==> src/rtl/bad_pkg.sv <==
// Shared constants and types for the box average downscaler.
`timescale 1ns / 1ps
package bad_pkg;
  localparam int MAX_WIDTH  = 1024;
  localparam int MAX_HEIGHT = 1024;
  localparam int SW = 11;
  localparam int CW = $clog2(MAX_WIDTH);
  localparam int SUMW = 28;
  localparam int AW = 22;
  localparam int QW = 8;

  localparam logic [2:0] REG_IN_WIDTH = 3'd0;
  localparam logic [2:0] REG_IN_HEIGHT = 3'd1;
  localparam logic [2:0] REG_TGT_WIDTH = 3'd2;
  localparam logic [2:0] REG_TGT_HEIGHT = 3'd3;
  localparam logic [2:0] REG_ALPHA_MODE = 3'd4;

  typedef struct packed {
    logic restart;
    logic div_start;
    logic clr_start;
  } cmd_t;

  typedef struct packed {
    logic div_done;
    logic clr_done;
  } stat_t;
endpackage

==> src/rtl/bad_ctrl.sv <==
// Controller: sequences block-size division and the sum memory clear.
`timescale 1ns / 1ps
module bad_ctrl (
  input  logic clk,
  input  logic rst,
  input  logic cfg_write,
  input  bad_pkg::stat_t stat,
  output bad_pkg::cmd_t cmd,
  output logic run
);
  localparam logic [1:0] S_START = 2'd0;
  localparam logic [1:0] S_DIV = 2'd1;
  localparam logic [1:0] S_CLR = 2'd2;
  localparam logic [1:0] S_RUN = 2'd3;
  logic [1:0] state, state_next;

  always_comb begin
    state_next = state;
    cmd = '0;
    if (cfg_write) begin
      state_next = S_START;
    end else begin
      unique case (state)
        S_START: begin
          cmd.restart = 1'b1;
          cmd.div_start = 1'b1;
          cmd.clr_start = 1'b1;
          state_next = S_DIV;
        end
        S_DIV: if (stat.div_done) state_next = S_CLR;
        S_CLR: if (stat.clr_done) state_next = S_RUN;
        S_RUN: state_next = S_RUN;
        default: state_next = S_START;
      endcase
    end
  end

  assign run = (state == S_RUN) && !cfg_write;

  always_ff @(posedge clk) begin
    if (rst) state <= S_START;
    else state <= state_next;
  end
endmodule

==> config.mk <==
export PLATFORM = sky130hd
export DESIGN_NAME = bad_ctrl
export DESIGN_NICKNAME = d
export VERILOG_FILES = /design/src/rtl/bad_pkg.sv /design/src/rtl/bad_ctrl.sv
export SDC_FILE = /design/constraint.sdc
export NUM_CORES = 1
export LEC_CHECK = 0
export BUFFER_PORTS_ARGS = -buffer_cell sky130_fd_sc_hd__buf_2
export CAP_MARGIN = 20
export CORE_AREA = 10 10 47 49
export DETAILED_ROUTE_END_ITERATION = 7
export DIE_AREA = 0 0 57 59
export GPL_ROUTABILITY_DRIVEN = 1
export SLEW_MARGIN = 5
export SYNTH_ARGS = -nofsm -noshare
export SYNTH_HDL_FRONTEND = slang
export SYNTH_SLANG_ARGS = --single-unit
==> constraint.sdc <==
create_clock -name clk -period 1.1 [get_ports clk]
set_input_delay 0.165 -clock clk [delete_from_list [all_inputs] [get_ports clk]]
set_output_delay 0.165 -clock clk [all_outputs]
set_load 0.01 [all_outputs]
After elaboration in Yosys (flattened, before gate mapping)
Cells that the tools add are included.
Storage, ports and cells
  output and inout bits: 4
  logic and storage cells: 16
  flip-flop bits (word level): 2
Operators by class
  equal/unequal tests: 5
  multiplexer cells: 5
  reduce and logical (&&, ||, !) cells: 5
Operators with widths (number)
  2-bit case mux with 4 select lines: 1
  3-bit 2-to-1 mux: 2
  2-bit == test (second input constant): 2
  2-bit 2-to-1 mux: 2
  2-bit inequality test (second input constant): 2
  2-bit by 1-bit == test with 1-bit output (second input constant): 1
  2-bit zero test: 1
  2-bit AND reduction: 1
  2-bit OR reduction: 1
  1-bit logical AND: 1
  1-bit zero test: 1

Logic depth before layout (Yosys ltp)
Gate-level depths: netlist of the first run.
  depth after elaboration: 3
  mapped depth: 2

Worst setup path before layout of the first run
No wires, ideal clock.
  path kind: register -> output
  start point: reg state[0]
  end point: out cmd[1] (netlist name)
  arrival: 0.948 ns
  required time: 0.935 ns
  slack: -0.013 ns
  stages on the path, launching flop included: 3
  path through: dfxtp_1 nor3_1 buf_4
RTL lines
  start: declaration: RTL line bad_ctrl.sv:15  | logic [1:0] state, state_next;
  start signal: assignment: RTL line bad_ctrl.sv:42  | else state <= state_next;
  end: declaration: RTL line bad_ctrl.sv:8  | output bad_pkg::cmd_t cmd,

==> metrics.txt, run 1 <==
Synthesis Warnings 0; largest family of logic cells by synthesized area simple AND/OR/NAND/NOR gates; pin slew with the least headroom to its limit 0.189 ns; Post-Synth Adder-Cell Area 0%; total track usage 2.64%; Vias 117; count of cell types in the netlist 9; pwr dens 1450 nW/µm²; worst hold path type input port to flip-flop; clock network fraction of design power 57.7%; Port Buffers 8; Iter 0 DRT Violations 2; FP Rows 14; highest clock rate 0.937 GHz; Core Box Area 1400 µm²; Final Power about 280 µW; GPL Wtd Cong 0.593; clock sink count 2; postcts setup bufs 0; Pint 215 µW; largest net degree at the start of global routing 6; Required @ worst endpoint 0.94 ns; Comb power frac 12.8%; placed cell count 34; Starting Density 7.95%; CTS Buf Count 3; fin crit share 97.0%; hold slack 0.133 ns; CP max stage delay 0.33 ns; Sum Neg Setup Slack 0 ns; largest registers state: 2 flops; status finished clean; Diodes inserted 0; hold buffer count at cts 0; Synth Area in XOR/XNOR 0%; maximum VDD drop 0.303 mV; Clock Pin Slew Worst Setup and Hold Paths 0.03 ns; Slew headroom 87.3%; Post-DP HPWL about 290 µm; gate count after technology mapping 12; H-tree depth 1; final std cells w/o fill 37; drt wl/cell 9.97 µm; number of I/O pins 9; count of final setup violators 0; Pins Over Slew Limit 0; sw frac 23.0%; leakage 0.0000842 µW; Post-Synth Simple-Gate Area 46.1%; #FFs+latches synth 2; sequential share of the synthesized area between 30% and 40%; DR DRC count 0; Root Driver clkbuf_4; GRT overflow 0; share of cells above drive strength 1 76.2%; area of the die 3360 µm²; Max Buffers Root-to-Sink 2; compound-cell area share of the yosys netlist under 10%; critical path fanouts, max 5; sequential power share 29.4%; Synth area leader dfxtp_1; Skew-Pair Late Insertion Delay between 0.2 and 0.25 ns; die height around 60 µm; post-synthesis mux area share 0%; critical path's slowest cell dfxtp_2; vias in the first global route 109; CTS tree done; vias per cell 3.16; Data arrival, critical path 0.90 ns; area share of the largest cell type after synthesis between 30% and 40%; Setup CP Type flip-flop to output port; final hold viol count 0; Syn Area/Cell just over 9 µm²; Layout Area Growth over Synthesis 73.0%; initial antenna violation count 0; RSZ-0062 raised after global routing true; Crit. End Element output port; crit start category flip-flop; dominant cells by area after synthesis dfxtp_1 (36%), buf_4 (13%), nor3b_2 (11%); total of max-cap violations 0; sw power 64.1 µW; global-route wire length before repair between 500 and 600 µm; max reg flops 2; width of the chip 57 µm; post-synthesis net count 17; Final ANT Viol Nets 0; Final min period 1.07 ns; most flop-heavy register state; TritonRoute pass-1 iters 2; Synth Cell Area 111 µm²; Layout Skew 0.00261 ns; CP cell instances nor3_4, buf_2; Routed WL 369 µm; FILL cells 172; final net count 28
-- repair_timing --
item / in CTS / in global routing
pin swaps: 1 / 1
endpoints found under the setup margin: 3 / 4
cloned: 0 / 0
gates resized for setup: 0 / 3
-- through the flow --
stage	setup WS (ns)	util (%)	area, µm²
final	0.0327	13.8	193
after global routing	-0.0458	13.8	193
after CTS	0.00564	13.1	184
after detailed placement	0.210	11.5	161
after global placement	0.240	11.5	161
after floorplan	0.126	-	116
-- power by group through the flow --
| stage | Sequential [µW] | Combinational (µW) | Clock, µW |
|---|---|---|---|
| after detailed placement | 81.2 | 34.7 | 0 |
| after global placement | 81.0 | 33.0 | 0 |
| final | 82.1 | 35.8 | 161 |
| after floorplan | 80.5 | 21.6 | 0 |
| after global routing | 82.5 | 40.3 | 189 |
| after CTS | 80.3 | 34.9 | 174 |
-- worst max-delay path, delay by kind of cell (launching register included) --
kind                   cells  cell delay (ns)
DFF                        1             0.33
and+or+nand+nor            1             0.19
buffers and inverters      1             0.16
-- kinds of logic (layout without fill, tap and decap cells) --
logic type             count (synthesis)  after routing
AND/OR/NAND/NOR                        7              7
AO/OA/AOI/OAI                          1              1
buffers and inverters                  2             11
flip-flops                             2              2
-- cell usage in the layout, fill, tap and decap left out --
cell,Yosys,final
nor3_1,2,1
nor2_1,1,1
nor4_2,1,1
a21oi_1,1,1
nand2_1,1,1
and3b_1,1,1
dfxtp_2,0,2
clkbuf_4,0,3
nor3_4,0,1
buf_2,0,8
nor3b_2,1,1
-- path summary, 6_finish.rpt --
check | startpoint | endpoint | slack [ns] | cells past startpoint
setup / recovery | state[1] | cmd[0] | 0.03 | 2
hold / removal | rst | state[0] | 0.13 | 2
setup reg to reg | state[1] | state[0] | 0.32 | 2
hold reg to reg | state[1] | state[1] | 0.54 | 2
-- per-layer routing --
layer | share of wire [%] | track usage [%] | vias to the layer above
met2 | 31 | 0.930 | 9
met3 | 22 | 4.51 | 0
met4 | 0 | 4.03 | 0
met1 | 46 | 2.61 | 48
met5 | 0 | 0 | -
li1 | - | - | 60
-- area by class of cell --
cell class / count / area [µm²] / area share, %
Clock buffer: 3 / 22.5 / 11.7
Multi-Input combinational cell: 8 / 67.6 / 35.1
Sequential cell: 2 / 42.5 / 22.1
Tap cell: 16 / 20.0 / 10.4
Timing Repair Buffer: 8 / 40.0 / 20.8
-- cell usage after synthesis --
library cell  instances
and3b_1               1
nor3_1                2
nor4_2                1
a21oi_1               1
nor3b_2               1
dfxtp_1               2
buf_4                 2
nor2_1                1
nand2_1               1
(Power assumes the default switching activity.)
==> run 2, diff against run 1 <==
- PLACE_DENSITY: not set -> 0.3
==> metrics.txt, run 2 (synthesized netlist as in run 1, its figures left out) <==
vias in the first global route ~120; GRT overflow 0; hold buffer count at cts 0; pin slew with the least headroom to its limit between 0.15 and 0.2 ns; TritonRoute pass-1 iters 2; initial antenna violation count 0; pwr dens 1360 nW/µm²; clock sink count 2; Starting Density around 8%; Diodes inserted 0; final core occ 14.6%; total track usage 2.38%; fin crit share between 90% and 100%; max reg flops 2; Routed WL 357 µm; largest registers state: 2 flops; Final ANT Viol Nets 0; Layout Area Growth over Synthesis 84.3%; Root Driver clkbuf_4; RSZ-0062 raised after global routing true; GPL Wtd Cong 0.578; worst hold path type input port to flip-flop; Final min period between 1 and 1.5 ns; Required @ worst endpoint about 0.94 ns; total of max-cap violations 0; vias per cell about 3.3; maximum VDD drop 0.467 mV; die height 59 µm; crit start category flip-flop; final net count 29; largest net degree at the start of global routing 6; Layout Skew about 0.0005 ns; Max Buffers Root-to-Sink 2; Port Buffers 8; global-route wire length before repair 517 µm; final hold viol count 0; Vias 124; Sum Neg Setup Slack 0 ns; most common cell after layout, fill and taps aside buf_2; CTS tree done; area of the die 3360 µm²; width of the chip 57 µm; Data arrival, critical path 0.90 ns; H-tree depth 1; hold slack 0.122 ns; leakage 0.0000904 µW; number of I/O pins 9; share of cells above drive strength 1 77.3%; Core Box Area 1400 µm²; most flop-heavy register state; Clock Pin Slew Worst Setup and Hold Paths 0.03 ns; count of final setup violators 0; DR DRC count 0; status finished clean; CTS Buf Count 3; drt wl/cell between 9 and 10 µm; critical path fanouts, max 3; highest clock rate 0.943 GHz; Skew-Pair Late Insertion Delay around 0.22 ns; Crit. End Element output port; Setup CP Type flip-flop to output port; Slew headroom between 80% and 90%; Iter 0 DRT Violations 2; Pins Over Slew Limit 0; FILL cells 164; FP Rows 14; most frequent cells in the layout buf_2 (8), clkbuf_4 (3), dfxtp_4 (2)
[run 2: changes by cell type in the layout (fill, tap and decap cells not counted)]
cell / delta
dfxtp_2: -2
dfxtp_4: +2
buf_4: +1
[run 2: cell type report]
type	count	area [µm²]	share of cell area, %
Clock buffer	3	22.5	11.0
Timing Repair Buffer	9	47.5	23.2
Sequential cell	2	47.5	23.2
Multi-Input combinational cell	8	67.6	32.9
Tap cell	16	20.0	9.76
[run 2: worst max-delay path, stage by stage, from the launching register on]
cell and delay (ns):
dfxtp_4 0.34, nor3_4 0.17, buf_2 0.16
[run 2: repair_timing]
item | in CTS | in global routing
resized for setup | 3 | 2
hold endpoints to repair | 0 | 0
pin swaps | 1 | 1
endpoints found under the setup margin | 4 | 4
setup buffers | 0 | 1
[run 2: power breakdown]
part | total, µW | leakage, µW | internal [µW] | switching, µW
clock network | 161 | 0.0000138 | 120 | 41.0
logic | 40.3 | 0.0000588 | 20.9 | 19.4
registers | 77.4 | 0.0000178 | 73.6 | 3.79
total | 279 | 0.0000904 | 215 | 64.2
[run 2: path summary, 6_finish.rpt]
check	start	depth (start not counted)	to	slack (ns)
max reg2reg	state[0]	3	state[0]	0.24
max	state[0]	2	cmd[1]	0.04
min	rst	2	state[0]	0.12
min reg2reg	state[1]	2	state[1]	0.55
[run 2: per-stage QoR]
step	std cells	area (µm²)	power, µW	setup WS, ns
3_5_place_dp	34	161	116	0.171
2_1_floorplan	12	116	102	0.126
6_report	38	205	279	0.0393
4_1_cts	37	193	290	0.0123
5_1_grt	38	205	303	-0.0106
3_3_place_gp	34	161	114	0.214
[run 2: routing by layer]
metal	vias to the layer above	part of all wire, %	global-route usage [%]
li1	63	-	-
met1	52	50	2.14
met2	9	29	1.55
met3	0	20	3.86
met4	0	0	3.02
met5	-	0	0
==> run 3, diff against run 2 <==
- PLACE_DENSITY: 0.3 -> not set
- PLACE_DENSITY_LB_ADDON: not set -> 0.3
- clock period: 1.1 -> 1 ns (I/O delays scaled with it)
==> metrics.txt, run 3 (synthesized netlist as in run 1, its figures left out) <==
Required @ worst endpoint 0.85 ns; FILL cells 170; Final Power 304 µW; final core occ 14.5%; critical path's slowest cell dfxtp_2; vias per cell 3.34; GPL Wtd Cong 0.582; Max Buffers Root-to-Sink 2; CTS Buf Count 3; clock network fraction of design power 56.7%; pwr dens 1500 nW/µm²; total of max-cap violations 0; width of the chip 57 µm; Slew headroom around 87%; sw power 67.4 µW; worst hold path type input port to flip-flop; Sum Neg Setup Slack -0.205 ns; FP Rows 14; Data arrival, critical path 0.92 ns; sw frac 22.1%; number of I/O pins 9; total track usage 2.89%; Final min period 1.07 ns; most flop-heavy register state; Setup CP Type flip-flop to output port; Pint 237 µW; Final ANT Viol Nets 0; Layout Skew roughly 0.00054 ns; Root Driver clkbuf_4; critical path fanouts, max 3; sequential power share ~28%; RSZ-0062 raised after global routing true; Post-DP HPWL 320 µm; Pins Over Slew Limit 0; drt wl/cell around 10 µm; Iter 0 DRT Violations 1; cell family with most CP delay flip-flops; initial antenna violation count 0; TritonRoute pass-1 iters 2; largest net degree at the start of global routing 6; Layout Area Growth over Synthesis 82.0%; pin slew with the least headroom to its limit about 0.20 ns; largest registers state: 2 flops; Crit. End Element output port; Design Area, Final roughly 200 µm²; count of final setup violators 3; H-tree depth 1; Routed WL 398 µm; failing checks negative setup slack; most frequent cells in the layout buf_2 (8), clkbuf_4 (3); final hold viol count 0; Crit path buffers/inverters 1; postcts setup bufs 0; leakage 0.0000900 µW; crit start category flip-flop; CP cell instances nor3_4, buf_2; GRT overflow 0; global-route wire length before repair 669 µm; die height between 50 and 60 µm; Core Box Area 1400 µm²; highest clock rate a little over 0.9 GHz; Clock Pin Slew Worst Setup and Hold Paths approximately 0.03 ns; DR DRC count 0; share of cells above drive strength 1 77.3%; vias in the first global route 162; area of the die around 3400 µm²; max reg flops 2; Starting Density 7.95%; clock sink count 2; maximum VDD drop ~0.48 mV; Port Buffers 8; CTS tree done; Diodes inserted 0; CP max stage delay 0.33 ns; Comb power frac 14.8%; most common cell after layout, fill and taps aside buf_2; fin crit share 107%; worst setup margin -0.0693 ns; Skew-Pair Late Insertion Delay 0.22 ns; status finished, violations left; dpl cell area 169 µm²; Vias 127; final net count 29
==> run 3: metrics by stage <==
stage / std cells / hold slack [ns] / setup WS [ns]
after global routing: 38 / 0.112 / -0.141
after detailed placement: 35 / 0.346 / 0.0996
after global placement: 35 / 0.345 / 0.0970
final: 38 / 0.111 / -0.0693
after floorplan: 12 / 0.221 / 0.0415
after CTS: 38 / 0.103 / -0.0944
==> run 3: power by group through the flow <==
| stage | logic [µW] | registers [µW] | clock network (µW) |
|---|---|---|---|
| after global placement | 43.5 | 87.7 | 0 |
| final | 45.1 | 86.8 | 173 |
| after CTS | 46.1 | 86.8 | 183 |
| after detailed placement | 43.0 | 88.0 | 0 |
| after floorplan | 23.7 | 88.6 | 0 |
| after global routing | 50.1 | 87.7 | 189 |
==> run 3: worst paths after layout <==
kind	from	depth (start not counted)	slack [ns]	endpoint
max	state[0]	2	-0.07	cmd[0]
min	rst	2	0.11	state[1]
min reg2reg	state[1]	2	0.57	state[1]
max reg2reg	state[0]	3	0.12	state[0]
==> run 3: cell type report <==
class                           instances  area (µm²)  area share (%)
Multi-Input combinational cell          8        67.6            33.3
Timing Repair Buffer                    9        47.5            23.5
Sequential cell                         2        45.0            22.2
Clock buffer                            3        22.5            11.1
Tap cell                               16        20.0            9.88
==> run 3: routing by layer <==
layer / global-route usage (%) / wire length, µm
met2: 3.10 / 142
met5: 0 / 0
met4: 3.02 / 0
met1: 2.72 / 184
met3: 3.22 / 71
==> run 3: what timing repair did <==
action | in CTS | in global routing
hold buffers | 0 | 0
pin swaps | 1 | 0
setup endpoints to repair | 4 | 4
gates resized for setup | 4 | 0
==> run 3: worst reg2reg max path: stages (launching register included) <==
cell,delay (ns)
dfxtp_2,0.33
buf_4,0.14
and3b_1,0.18
nor4_2,0.13
